## config.mk

```make
export PLATFORM = sky130hd
export DESIGN_NAME = four_channel_dma_controller
export DESIGN_NICKNAME = d
export VERILOG_FILES = /design/src/rtl/dmac_pkg.sv /design/src/rtl/dmac_ctrl.sv /design/src/rtl/dmac_datapath.sv /design/src/rtl/four_channel_dma_controller.sv
export SDC_FILE = /design/constraint.sdc
export NUM_CORES = 1
export LEC_CHECK = 0
export ABC_AREA = 0
export ABC_CLOCK_PERIOD_IN_PS = 5000
export BUFFER_PORTS_ARGS = -buffer_cell sky130_fd_sc_hd__buf_2
export CAP_MARGIN = 30
export CORE_UTILIZATION = 45
export CTS_BUF_LIST = sky130_fd_sc_hd__clkbuf_4 sky130_fd_sc_hd__clkbuf_8 sky130_fd_sc_hd__clkbuf_16
export DETAILED_ROUTE_END_ITERATION = 8
export PLACE_DENSITY = 0.68
export SLEW_MARGIN = 20
export SYNTH_ARGS = -nofsm -noshare
export SYNTH_HDL_FRONTEND = slang
export SYNTH_SLANG_ARGS = --single-unit
```

## constraint.sdc

```tcl
create_clock -name clk -period 5 [get_ports clk]
set_input_delay 1 -clock clk [delete_from_list [all_inputs] [get_ports clk]]
set_output_delay 1 -clock clk [all_outputs]
set_load 0.005 [all_outputs]
```

## src/rtl/dmac_pkg.sv

```systemverilog
// Shared types and constants for the four-channel DMA controller.
`default_nettype none
package dmac_pkg;

  localparam int NUM_CHANNELS = 4;
  localparam int CH_W = $clog2(NUM_CHANNELS);

  // item opcodes
  localparam logic [1:0] OP_WRITE = 2'd0;
  localparam logic [1:0] OP_READ  = 2'd1;
  localparam logic [1:0] OP_DMA   = 2'd2;

  // memory direction codes on mem_op
  localparam logic [1:0] MOP_NONE  = 2'd0;
  localparam logic [1:0] MOP_WRITE = 2'd1;
  localparam logic [1:0] MOP_READ  = 2'd2;

  // direction field in the top two count bits
  localparam logic [1:0] DIR_WRITE = 2'd1;
  localparam logic [1:0] DIR_READ  = 2'd2;

  localparam logic [3:0]  MODE_REG_ADDR = 4'd8;
  localparam logic [13:0] CNT_ALL_ONES  = 14'h3fff;
  localparam logic [7:0]  RD_UNMAPPED   = 8'hff;
  localparam int          AUTOLOAD_BIT  = 7;
  localparam int          TC_STOP_BIT   = 6;
  localparam logic [CH_W-1:0] AUTOLOAD_SRC = CH_W'(2);
  localparam logic [CH_W-1:0] AUTOLOAD_DST = CH_W'(3);

  typedef enum logic [0:0] {
    ST_IDLE,
    ST_EXEC
  } ctrl_state_t;

  typedef struct packed {
    logic load;  // capture the accepted word
    logic exec;  // apply it and load the output register
  } dp_cmd_t;

endpackage
`default_nettype wire

```

## src/rtl/dmac_ctrl.sv

```systemverilog
// Controller: sequences one word at a time and owns the output valid flag.
`default_nettype none
module dmac_ctrl (
  input  wire logic              clk,
  input  wire logic              rst,
  input  wire logic              in_valid,
  output logic                   in_ready,
  output logic                   out_valid,
  input  wire logic              out_ready,
  output dmac_pkg::dp_cmd_t      cmd
);
  import dmac_pkg::*;

  ctrl_state_t state, state_next;
  logic        out_valid_next;

  always_ff @(posedge clk) begin
    if (rst) begin
      state     <= ST_IDLE;
      out_valid <= 1'b0;
    end else begin
      state     <= state_next;
      out_valid <= out_valid_next;
    end
  end

  always_comb begin
    state_next     = state;
    in_ready       = 1'b0;
    cmd.load       = 1'b0;
    cmd.exec       = 1'b0;
    out_valid_next = out_valid && !out_ready;
    unique case (state)
      ST_IDLE: begin
        in_ready = 1'b1;
        if (in_valid) begin
          cmd.load   = 1'b1;
          state_next = ST_EXEC;
        end
      end
      ST_EXEC: begin
        // wait here only while an earlier result still sits unclaimed
        if (!out_valid || out_ready) begin
          cmd.exec       = 1'b1;
          out_valid_next = 1'b1;
          state_next     = ST_IDLE;
        end
      end
      default: state_next = ST_IDLE;
    endcase
  end

endmodule
`default_nettype wire

```

## src/rtl/dmac_datapath.sv

```systemverilog
// Datapath: channel registers, mode/status, byte flip-flop and result register.
`default_nettype none
module dmac_datapath (
  input  wire logic              clk,
  input  wire logic              rst,
  input  wire dmac_pkg::dp_cmd_t cmd,
  input  wire logic [1:0]        mode,
  input  wire logic [3:0]        reg_addr,
  input  wire logic [7:0]        wdata,
  input  wire logic [1:0]        channel,
  input  wire logic              swap_rw_we,
  input  wire logic              swap_rw,
  output logic [7:0]             rdata,
  output logic                   granted,
  output logic [15:0]            mem_addr,
  output logic [1:0]             mem_op,
  output logic                   terminal_count
);
  import dmac_pkg::*;

  function automatic logic [15:0] put_byte(input logic [15:0] r, input logic [7:0] b,
                                           input logic low);
    put_byte = low ? {r[15:8], b} : {b, r[7:0]};
  endfunction

  // architectural state
  logic [15:0] chan_address [NUM_CHANNELS];
  logic [15:0] chan_count   [NUM_CHANNELS];
  logic [7:0]  mode_bits;
  logic [7:0]  status_bits;
  logic        low_byte_next;
  logic        swap_q;

  // captured word
  logic [1:0]      op_q;
  logic [3:0]      addr_q;
  logic [7:0]      wdata_q;
  logic [CH_W-1:0] ch_q;

  logic [15:0] chan_address_next [NUM_CHANNELS];
  logic [15:0] chan_count_next   [NUM_CHANNELS];
  logic [7:0]  mode_bits_next;
  logic [7:0]  status_bits_next;
  logic        low_byte_next_next;
  logic [7:0]  rdata_next;
  logic        granted_next;
  logic [15:0] mem_addr_next;
  logic [1:0]  mem_op_next;
  logic        tc_next;

  logic [CH_W-1:0]         reg_ch;
  logic                    autoload;
  logic                    mirror;
  logic                    reload;
  logic [15:0]             src_addr;
  logic [15:0]             src_cnt;
  logic [13:0]             cnt_dec;
  logic                    hit_tc;
  logic [15:0]             rd_sel;
  logic [NUM_CHANNELS-1:0] ch_onehot;

  always_ff @(posedge clk) begin
    if (cmd.load) begin
      op_q    <= mode;
      addr_q  <= reg_addr;
      wdata_q <= wdata;
      ch_q    <= channel;
    end
  end

  always_ff @(posedge clk) begin
    if (cmd.exec) begin
      rdata          <= rdata_next;
      granted        <= granted_next;
      mem_addr       <= mem_addr_next;
      mem_op         <= mem_op_next;
      terminal_count <= tc_next;
    end
  end

  always_ff @(posedge clk) begin
    if (rst) begin
      for (int i = 0; i < NUM_CHANNELS; i++) begin
        chan_address[i] <= '0;
        chan_count[i]   <= '0;
      end
      mode_bits     <= '0;
      status_bits   <= '0;
      low_byte_next <= 1'b1;
      swap_q        <= 1'b0;
    end else begin
      if (swap_rw_we) begin
        swap_q <= swap_rw;
      end
      if (cmd.exec) begin
        for (int i = 0; i < NUM_CHANNELS; i++) begin
          chan_address[i] <= chan_address_next[i];
          chan_count[i]   <= chan_count_next[i];
        end
        mode_bits     <= mode_bits_next;
        status_bits   <= status_bits_next;
        low_byte_next <= low_byte_next_next;
      end
    end
  end

  always_comb begin
    reg_ch    = addr_q[CH_W:1];
    autoload  = mode_bits[AUTOLOAD_BIT];
    mirror    = autoload && (reg_ch == AUTOLOAD_SRC);
    ch_onehot = NUM_CHANNELS'(1) << ch_q;

    // channel 2 reloads from channel 3 before counting on autoload
    reload   = autoload && (ch_q == AUTOLOAD_SRC) &&
               (chan_count[AUTOLOAD_SRC][13:0] == CNT_ALL_ONES);
    src_addr = reload ? chan_address[AUTOLOAD_DST] : chan_address[ch_q];
    src_cnt  = reload ? chan_count[AUTOLOAD_DST]   : chan_count[ch_q];
    cnt_dec  = src_cnt[13:0] - 14'd1;
    hit_tc   = (cnt_dec == CNT_ALL_ONES);

    rd_sel = addr_q[0] ? chan_count[reg_ch] : chan_address[reg_ch];

    for (int i = 0; i < NUM_CHANNELS; i++) begin
      chan_address_next[i] = chan_address[i];
      chan_count_next[i]   = chan_count[i];
    end
    mode_bits_next     = mode_bits;
    status_bits_next   = status_bits;
    low_byte_next_next = low_byte_next;
    rdata_next         = '0;
    granted_next       = 1'b0;
    mem_addr_next      = '0;
    mem_op_next        = MOP_NONE;
    tc_next            = 1'b0;

    case (op_q)
      OP_WRITE: begin
        if (addr_q == MODE_REG_ADDR) begin
          mode_bits_next     = wdata_q;
          low_byte_next_next = 1'b1;
        end else if (!addr_q[3]) begin
          for (int i = 0; i < NUM_CHANNELS; i++) begin
            if ((CH_W'(i) == reg_ch) || ((CH_W'(i) == AUTOLOAD_DST) && mirror)) begin
              if (addr_q[0]) begin
                chan_count_next[i] = put_byte(chan_count[i], wdata_q, low_byte_next);
              end else begin
                chan_address_next[i] = put_byte(chan_address[i], wdata_q, low_byte_next);
              end
            end
          end
          low_byte_next_next = !low_byte_next;
        end
      end
      OP_READ: begin
        if (addr_q == MODE_REG_ADDR) begin
          rdata_next       = status_bits;
          status_bits_next = {status_bits[7:NUM_CHANNELS], {NUM_CHANNELS{1'b0}}};
        end else if (!addr_q[3]) begin
          rdata_next         = low_byte_next ? rd_sel[7:0] : rd_sel[15:8];
          low_byte_next_next = !low_byte_next;
        end else begin
          rdata_next = RD_UNMAPPED;
        end
      end
      OP_DMA: begin
        if (mode_bits[ch_q]) begin
          granted_next            = 1'b1;
          mem_addr_next           = src_addr;
          chan_address_next[ch_q] = src_addr + 16'd1;
          chan_count_next[ch_q]   = {src_cnt[15:14], cnt_dec};
          case (src_cnt[15:14])
            DIR_WRITE: mem_op_next = swap_q ? MOP_READ : MOP_WRITE;
            DIR_READ:  mem_op_next = swap_q ? MOP_WRITE : MOP_READ;
            default:   mem_op_next = MOP_NONE;
          endcase
          if (hit_tc) begin
            tc_next = 1'b1;
            status_bits_next[NUM_CHANNELS-1:0] = status_bits[NUM_CHANNELS-1:0] | ch_onehot;
            if (mode_bits[TC_STOP_BIT] && !(autoload && (ch_q == AUTOLOAD_SRC))) begin
              mode_bits_next[NUM_CHANNELS-1:0] = mode_bits[NUM_CHANNELS-1:0] & ~ch_onehot;
            end
          end
        end
      end
      default: ;
    endcase
  end

endmodule
`default_nettype wire

```

## src/rtl/four_channel_dma_controller.sv

```systemverilog
// Top level of the four-channel DMA controller: controller plus datapath.
//
//   channel   signals                                   handshake
//   input     mode, reg_addr, wdata, channel            in_valid / in_ready
//   output    rdata, granted, mem_addr, mem_op,         out_valid / out_ready
//             terminal_count
//   config    swap_rw                                   swap_rw_we, no wait
//
// Each word is captured in the idle state; the execute state then updates the
// channel registers and loads the output register; idle then takes the next word.
// The execute cycle holds only while the output register is still full.
// rst is synchronous: channel registers, mode and status clear, the byte
// flip-flop points at the low byte, swap_rw clears.
`default_nettype none
module four_channel_dma_controller (
  input  wire logic        clk,
  input  wire logic        rst,
  input  wire logic        in_valid,
  output logic             in_ready,
  input  wire logic [1:0]  mode,
  input  wire logic [3:0]  reg_addr,
  input  wire logic [7:0]  wdata,
  input  wire logic [1:0]  channel,
  output logic             out_valid,
  input  wire logic        out_ready,
  output logic [7:0]       rdata,
  output logic             granted,
  output logic [15:0]      mem_addr,
  output logic [1:0]       mem_op,
  output logic             terminal_count,
  input  wire logic        swap_rw_we,
  input  wire logic        swap_rw
);
  import dmac_pkg::*;

  dp_cmd_t cmd;

  dmac_ctrl u_ctrl (
    .clk       (clk),
    .rst       (rst),
    .in_valid  (in_valid),
    .in_ready  (in_ready),
    .out_valid (out_valid),
    .out_ready (out_ready),
    .cmd       (cmd)
  );

  dmac_datapath u_dp (
    .clk            (clk),
    .rst            (rst),
    .cmd            (cmd),
    .mode           (mode),
    .reg_addr       (reg_addr),
    .wdata          (wdata),
    .channel        (channel),
    .swap_rw_we     (swap_rw_we),
    .swap_rw        (swap_rw),
    .rdata          (rdata),
    .granted        (granted),
    .mem_addr       (mem_addr),
    .mem_op         (mem_op),
    .terminal_count (terminal_count)
  );

  // one word in flight: no accept in the cycle after an accept
  a_one_in_flight: assert property (@(posedge clk) disable iff (rst)
    (in_valid && in_ready) |=> !in_ready)
    else $error("word accepted while previous one still executing");

  a_tc_needs_grant: assert property (@(posedge clk) disable iff (rst)
    (out_valid && terminal_count) |-> granted)
    else $error("terminal count flagged on a word that was not granted");

  a_idle_transfer: assert property (@(posedge clk) disable iff (rst)
    (out_valid && !granted) |-> (mem_op == MOP_NONE && mem_addr == 16'd0))
    else $error("memory cycle reported without a grant");

  a_grant_no_rdata: assert property (@(posedge clk) disable iff (rst)
    (out_valid && granted) |-> (rdata == 8'd0))
    else $error("read data on a DMA transfer word");

endmodule
`default_nettype wire
```

== After elaboration in Yosys (flattened, before gate mapping) ==
Memory sizes are Yosys's and may differ from the RTL's. A register that Yosys moved wholly into a read port is not among the register bits.
Cells that the tools add are included.

* Flip-flop bits (word level): 60
* Bits in latches: 0
* RAM bits: 128
* Memory bits (read-only): 0
* Bits of input ports: 22
* Output and inout bits: 30
* Word-level logic and storage cells: 168
* Memories kept: 2

{| class="wikitable"
|+ Memories
! name !! words !! width !! read ports !! clocked after Yosys merged registers in !! wr ports !! line !! source
|-
| u_dp.chan_address || 4 || 16 || 6 || 2 || 4 || dmac_datapath.sv:27 || <nowiki>logic [15:0] chan_address [NUM_CHANNELS];</nowiki>
|-
| u_dp.chan_count || 4 || 16 || 6 || 2 || 4 || dmac_datapath.sv:28 || <nowiki>logic [15:0] chan_count [NUM_CHANNELS];</nowiki>
|}

* $add $sub $neg: 2
* $mul: 0
* Div/mod/pow operators: 0
* $lt $le $gt $ge: 3
* Equality and inequality tests: 18
* Shifts and indexed selects: 1
* Mux-type cells: 88
* Bitwise logic cells: 14
* Reductions and logical operators: 23

{| class="wikitable"
|+ Operators by type and width
! operator !! number
|-
| $mux W16 || 36
|-
| $mux W64 || 6
|-
| $pmux W64 S2 || 2
|-
| $bwmux W64 || 2
|-
| $demux W16 S2 || 1
|-
| $mux W4 || 8
|-
| $eq A14 B14 Y1 const B || 2
|-
| $mux W1 || 19
|-
| $add A16 B1 Y16 const B || 1
|-
| $mux W8 || 2
|-
| $pmux W4 S2 || 2
|-
| $sub A14 B1 Y14 const B || 1
|-
| $mux W2 || 6
|-
| $ne A2 B1 Y1 const B || 5
|-
| $eq A2 B2 Y1 const B || 4
|-
| $or A1 B1 Y1 || 8
|-
| $logic_and A1 B1 Y1 || 6
|-
| $reduce_and A3 Y1 || 2
|-
| $reduce_and A6 Y1 || 1
|-
| $reduce_bool A2 Y1 || 3
|-
| $reduce_and A5 Y1 || 1
|-
| $and A4 B4 Y4 || 1
|-
| $eq A2 B1 Y1 const B || 2
|-
| $eq A2 B2 Y1 const A || 2
|-
| 19 further kinds || 26
|}

== Longest topological paths before layout ==
* Word-level depth: 9
* Mapped depth: 18
* Depth with buffers taken out: 16

== Modules after synthesis ==
Synthesis repeated with hierarchy kept, for this count alone.

* Cell total of the unflattened synthesis: 1254
* Area, all modules: 12196.7 um^2

{| class="wikitable"
|+ Modules (own cells, without submodules)
! module !! instances !! cells an instance !! area each (um^2) !! seq. area each (um^2)
|-
| dmac_datapath || 1 || 1245 || 12109.1 || 5485.3
|-
| dmac_ctrl || 1 || 9 || 87.6 || 40.0
|}

== Worst setup path before layout ==
Ideal clock, no wire load.

* Kind: reg2reg
* Start point: mem u_dp.chan_count[2][2]
* End point: reg u_dp.status_bits[3]
* Setup time: 0.070 ns
* Data arrival time: 3.629 ns
* Slack: 1.301 ns
* Cell stages (with the launch flop): 16
* Path buffers: 1
* Period minus slack after synthesis: 3.699 ns
* Cells stage by stage: edfxtp_1 -> nand2_1 -> nor3_1 -> nand2_1 -> clkbuf_1 -> mux2i_1 -> ha_1 -> or3b_2 -> nor3_1 -> xnor2_1 -> o21ai_0 -> nand2_1 -> or4_4 -> nor4b_4 -> nand4_2 -> o21ai_1

{| class="wikitable"
|+ RTL lines
! item !! line !! source
|-
| start, declared || dmac_datapath.sv:28 ||
|-
| end signal, assigned || dmac_datapath.sv:101 || <nowiki>status_bits <= status_bits_next;</nowiki>
|-
| end, declared || dmac_datapath.sv:30 || <nowiki>logic [7:0] status_bits;</nowiki>
|}

== Worst setup path in the final report ==
* Start point: reg u_dp.ch_q[0]
* End point: reg u_dp.mode_bits[0]

* Word-level cells in the longest chain between the ends: 8
* Elaborated cells on any way between the ends: 21

{| class="wikitable"
|+ Ends and longest elaborated chain
! item !! line !! source
|-
| start, declared || dmac_datapath.sv:38 || <nowiki>logic [CH_W-1:0] ch_q;</nowiki>
|-
| start signal, assigned || dmac_datapath.sv:67 || <nowiki>ch_q <= channel;</nowiki>
|-
| $eq A2 B2 Y1 || dmac_datapath.sv:114, dmac_datapath.sv:179 ||
|-
| $logic_and A1 B1 Y1 || dmac_datapath.sv:114, dmac_datapath.sv:179 ||
|-
| $logic_and A1 B1 Y1 || dmac_datapath.sv:114 || <nowiki>reload = autoload && (ch_q == AUTOLOAD_SRC) &&</nowiki>
|-
| $mux W16 || dmac_datapath.sv:117 || <nowiki>src_cnt = reload ? chan_count[AUTOLOAD_DST] : chan_count[ch_q];</nowiki>
|-
| $sub A14 B1 Y14 || dmac_datapath.sv:118 || <nowiki>cnt_dec = src_cnt[13:0] - 14'd1;</nowiki>
|-
| $eq A14 B14 Y1 || dmac_datapath.sv:119 || <nowiki>hit_tc = (cnt_dec == CNT_ALL_ONES);</nowiki>
|-
| $ne A2 B1 Y1 (no line) || - ||
|-
| $reduce_and A6 Y1 (no line) || - ||
|-
| end signal, assigned || dmac_datapath.sv:100 || <nowiki>mode_bits <= mode_bits_next;</nowiki>
|-
| end, declared || dmac_datapath.sv:29 || <nowiki>logic [7:0] mode_bits;</nowiki>
|}

Several ways; a longest one is shown, not always the timed one. The select of a mux whose other input is x is not followed.
A chain may end at the register's enable or synchronous reset.

==> results.rst <==
.. list-table::
   :header-rows: 1

   * - Metric
     - Value
   * - Wire length of the first global-routing pass
     - 60840 um
   * - Sequential cell area fraction in the yosys report
     - 46.10%
   * - Largest vdd supply drop
     - 0.1664 mV
   * - Area overhead of the layout relative to synthesis
     - 10.50%
   * - Number of I/O port buffers
     - 51
   * - Cell with the biggest individual delay on the critical path
     - sky130_fd_sc_hd__edfxtp_1
   * - CP max stage delay
     - 530 ps
   * - Initial core utilization
     - 45.99%
   * - Number of synthesized register bits
     - 190
   * - Sink Count
     - 190
   * - Syn_nets
     - 1215
   * - Total Routing Usage GR
     - 30.70%
   * - Post-CTS setup-driven buffer insertion count
     - 0
   * - Fillers
     - 2365
   * - Clock root cell
     - sky130_fd_sc_hd__clkbuf_16
   * - Share of async-settable or async-resettable flops after synthesis
     - 0%
   * - Avg Cell Area, Syn
     - 10.07 um2
   * - DRC violations left
     - 0
   * - Hold slack final
     - 451.8 ps
   * - RSZ-0062 raised after global routing
     - false
   * - Worst-path maximum fanout
     - 14
   * - Final core utilization
     - 50.82%
   * - Number of different library cells in the post-synthesis netlist
     - 65
   * - Status
     - finished clean
   * - Max Freq
     - 233.7 MHz
   * - Worst setup path category
     - flop to flop
   * - Post-route total power
     - 4302 uW
   * - Die Outline Area
     - 27290 um2
   * - Width of the die
     - 165.2 um
   * - Share of cells above drive strength 1
     - 17.60%
   * - Cells along the critical path
     - nand3b_1 -> nor3_1 -> nand2_1 -> buf_4 -> mux2i_1 -> ha_1 -> or3b_2 -> nand2b_1 -> nor4_1 -> a21o_1 -> and3b_1 -> a31oi_1 -> nor4_1 -> and4_1 -> o21ai_0
   * - Fin Clk Skew
     - 12.11 ps
   * - Crit share post-route
     - 85.59%
   * - Max-Cap Viols
     - 0
   * - Rel. slew slack
     - 27.93%
   * - Dominant synthesized flop cell
     - sky130_fd_sc_hd__edfxtp_1
   * - Sum of net half-perimeters after detailed placement
     - 27660 um
   * - Hold Crit Class
     - flop to flop
   * - Number of hold-repair buffers added at the cts stage
     - 0
   * - Launch point of the worst reg-to-reg path
     - u_dp.ch_q[0]
   * - Hold_sp
     - u_dp.status_bits[1]
   * - Starting DRT DRC Count
     - 1509
   * - Gp weighted congestion
     - 1.003
   * - Yosys synthesis warning count
     - 0
   * - Synthesized cell area
     - 11990 um2
   * - Hold Crit Endpoint
     - u_dp.status_bits[1]
   * - Number of rows created at floorplan
     - 59
   * - Placeable core area
     - 26060 um2
   * - Global route total overflow
     - 0
   * - CTS buffer count
     - 17
   * - Detailed Routing Iterations Pass 1
     - 6
   * - Arrival time at the worst endpoint
     - 4640 ps
   * - Number of nets in the final layout
     - 1239
   * - Final setup vio count
     - 0
   * - Non-Filler Instances
     - 1562
   * - Die H
     - 165.2 um
   * - Power density of the placed cells
     - 324.8 nW/um2
   * - Total Negative Setup Slacks
     - 0 ps
   * - Standby leakage power
     - 0.004698 uW
   * - Via count of the first global-routing pass
     - 9694
   * - Number of antenna violations at the first check in global routing
     - 1
   * - Slew at the pin with the worst max-slew slack
     - 1077 ps
   * - Worst path required time
     - 5360 ps
   * - H-Tree Level Count
     - 4
   * - Vias
     - 10390
   * - Final antenna diode count
     - 0
   * - R2r setup slk
     - 720 ps
   * - CTS tree
     - built
   * - Number of cells on the worst hold path
     - 2
   * - Total wire length after detailed routing
     - 40400 um
   * - Maximum number of pins on one net before global-route repair
     - 68
   * - Resized Gates After CTS
     - 0
   * - Worst-Skew Late Latency
     - 450 ps
   * - Placed insts
     - 1524
   * - Syn Inst Count
     - 1190
   * - Wire length per cell after detailed routing
     - 25.87 um
   * - Reg2Reg Depth
     - 15
   * - Antenna-violating nets left
     - 0
   * - Clock-pin transition on the worst setup and hold timing paths
     - 70 ps
   * - Count of boundary I/O pins
     - 52
   * - Maximum buffer depth of the clock tree
     - 2
   * - Average via count per standard cell
     - 6.649
   * - Max-slew violation count
     - 0
   * - Most used cell, CP
     - sky130_fd_sc_hd__nor4_1
   * - Reg-to-reg critical path endpoint
     - u_dp.mode_bits[0]
   * - EDFF count, synth
     - 172
   * - Final hold violation count
     - 0
   * - Endpoint kind of the worst setup timing path
     - flop
   * - Min Clock Period, post-route
     - 4279 ps
   * - Sort of element at the start of the critical path
     - flop
-- registers in the layout, summed over array words and instances (netlist names), 4 cells and up, named ones only --
register,count
u_dp.status_bits,4
u_dp.mode_bits,6
u_dp.chan_address,64
u_dp.mem_addr,16
u_dp.wdata_q,8
u_dp.chan_count,64
u_dp.rdata,8
u_dp.addr_q,4
-- metrics by stage --
step                      cell area (um2)  worst slack (ps)
after detailed placement            12610             819.1
final                               13240             720.6
after global routing                13240             435.2
after global placement              12580             936.6
after CTS                           13200             767.8
after floorplan                     11990              1301
-- routing by layer --
| metal | global-route usage [%] | wire length (um) | up-vias | share of wire, % |
|---|---|---|---|---|
| li1 | - | - | 4525 | - |
| met1 | 41.95 | 15920 | 5016 | 39 |
| met2 | 47.58 | 18320 | 712 | 45 |
| met3 | 6.094 | 4426 | 130 | 11 |
| met4 | 12.76 | 1720 | 2 | 4.3 |
| met5 | 0 | 13 | - | 0.032 |
-- cells in the final DEF, fill, tap and decap left out, types with 13 or more instances in the layout --
master,n
sky130_fd_sc_hd__o211ai_1,24
sky130_fd_sc_hd__nor2_1,131
sky130_fd_sc_hd__nand2b_1,13
sky130_fd_sc_hd__buf_4,38
sky130_fd_sc_hd__nor2b_1,22
sky130_fd_sc_hd__mux2_2,13
sky130_fd_sc_hd__a21oi_1,101
sky130_fd_sc_hd__a221oi_1,28
sky130_fd_sc_hd__a31oi_1,22
sky130_fd_sc_hd__inv_1,14
sky130_fd_sc_hd__mux4_2,51
sky130_fd_sc_hd__o21ai_0,79
sky130_fd_sc_hd__clkbuf_16,17
sky130_fd_sc_hd__edfxtp_1,172
sky130_fd_sc_hd__buf_2,52
sky130_fd_sc_hd__dfxtp_1,15
sky130_fd_sc_hd__o22ai_1,13
sky130_fd_sc_hd__mux2i_1,26
sky130_fd_sc_hd__nand2_1,184
sky130_fd_sc_hd__nor3_1,16
sky130_fd_sc_hd__xnor2_1,22
sky130_fd_sc_hd__and2_1,17
-- worst max path at each step --
stage / start / end / slack [ps] / cells after the start
floorplan: u_dp.chan_count[2][2] / u_dp.status_bits[3] / 1300 / 15
global placement: u_dp.ch_q[0] / u_dp.status_bits[3] / 940 / 15
detailed placement: u_dp.ch_q[0] / u_dp.mode_bits[0] / 820 / 15
CTS: u_dp.ch_q[0] / u_dp.status_bits[0] / 770 / 15
global route: u_dp.ch_q[0] / u_dp.status_bits[0] / 440 / 15
finish: u_dp.ch_q[0] / u_dp.mode_bits[0] / 720 / 15
-- layout make-up --
type / count / area (um2) / area share, %
clock buffers: 25 / 510.5 / 3.855
clock inverters: 7 / 78.83 / 0.5952
inverters: 14 / 52.55 / 0.3968
multi-input cells: 899 / 6086 / 45.95
flip-flops and latches: 190 / 5529 / 41.75
well taps: 335 / 419.2 / 3.165
repair buffers: 92 / 568.0 / 4.289
-- cells in the mapped netlist (13+ instances only) --
| cell | n | area (um2) |
|---|---|---|
| sky130_fd_sc_hd__a21oi_1 | 101 | 505.5 |
| sky130_fd_sc_hd__a221oi_1 | 28 | 245.2 |
| sky130_fd_sc_hd__a31oi_1 | 22 | 137.6 |
| sky130_fd_sc_hd__and2_1 | 17 | 106.4 |
| sky130_fd_sc_hd__buf_1 | 16 | 60.06 |
| sky130_fd_sc_hd__clkbuf_1 | 66 | 247.7 |
| sky130_fd_sc_hd__dfxtp_1 | 18 | 360.4 |
| sky130_fd_sc_hd__edfxtp_1 | 172 | 5165 |
| sky130_fd_sc_hd__inv_1 | 14 | 52.55 |
| sky130_fd_sc_hd__mux2_2 | 13 | 146.4 |
| sky130_fd_sc_hd__mux2i_1 | 26 | 260.3 |
| sky130_fd_sc_hd__mux4_2 | 51 | 1149 |
| sky130_fd_sc_hd__nand2_1 | 184 | 690.7 |
| sky130_fd_sc_hd__nand2b_1 | 14 | 87.58 |
| sky130_fd_sc_hd__nor2_1 | 131 | 491.7 |
| sky130_fd_sc_hd__nor2b_1 | 24 | 150.1 |
| sky130_fd_sc_hd__nor3_1 | 16 | 80.08 |
| sky130_fd_sc_hd__o211ai_1 | 24 | 180.2 |
| sky130_fd_sc_hd__o21ai_0 | 79 | 395.4 |
| sky130_fd_sc_hd__o22ai_1 | 13 | 81.33 |
| sky130_fd_sc_hd__xnor2_1 | 22 | 192.7 |
-- where the power goes --
part	switching, uW	internal (uW)	total (uW)
logic	578	357	936
registers	122	1850	1980
clock network	624	766	1390
-- logic make-up (layout without fill, tap and decap cells) --
kind of cell               after synthesis  after routing  synth area share, %
AOI/OAI and AO/OA                      325            325                16.82
xor gates and xnor gates                33             33                2.474
adders and majority gates                3              3               0.3132
buffers and inverters                  101            138                3.268
DFF                                    190            190                46.10
muxes                                   95             95                14.07
and+or+nand+nor                        443            443                16.95
-- worst max-delay path, delay by kind of cell (launching register included) --
family                   cells  cell delay (ps)
multiplexers                 1              220
adder cells (fa/ha/maj)      1              250
AO/OA/AOI/OAI                3              740
AND/OR/NAND/NOR              9             2240
flip-flops                   1              530
buffers and inverters        1              220
(Power assumes the default switching activity.)
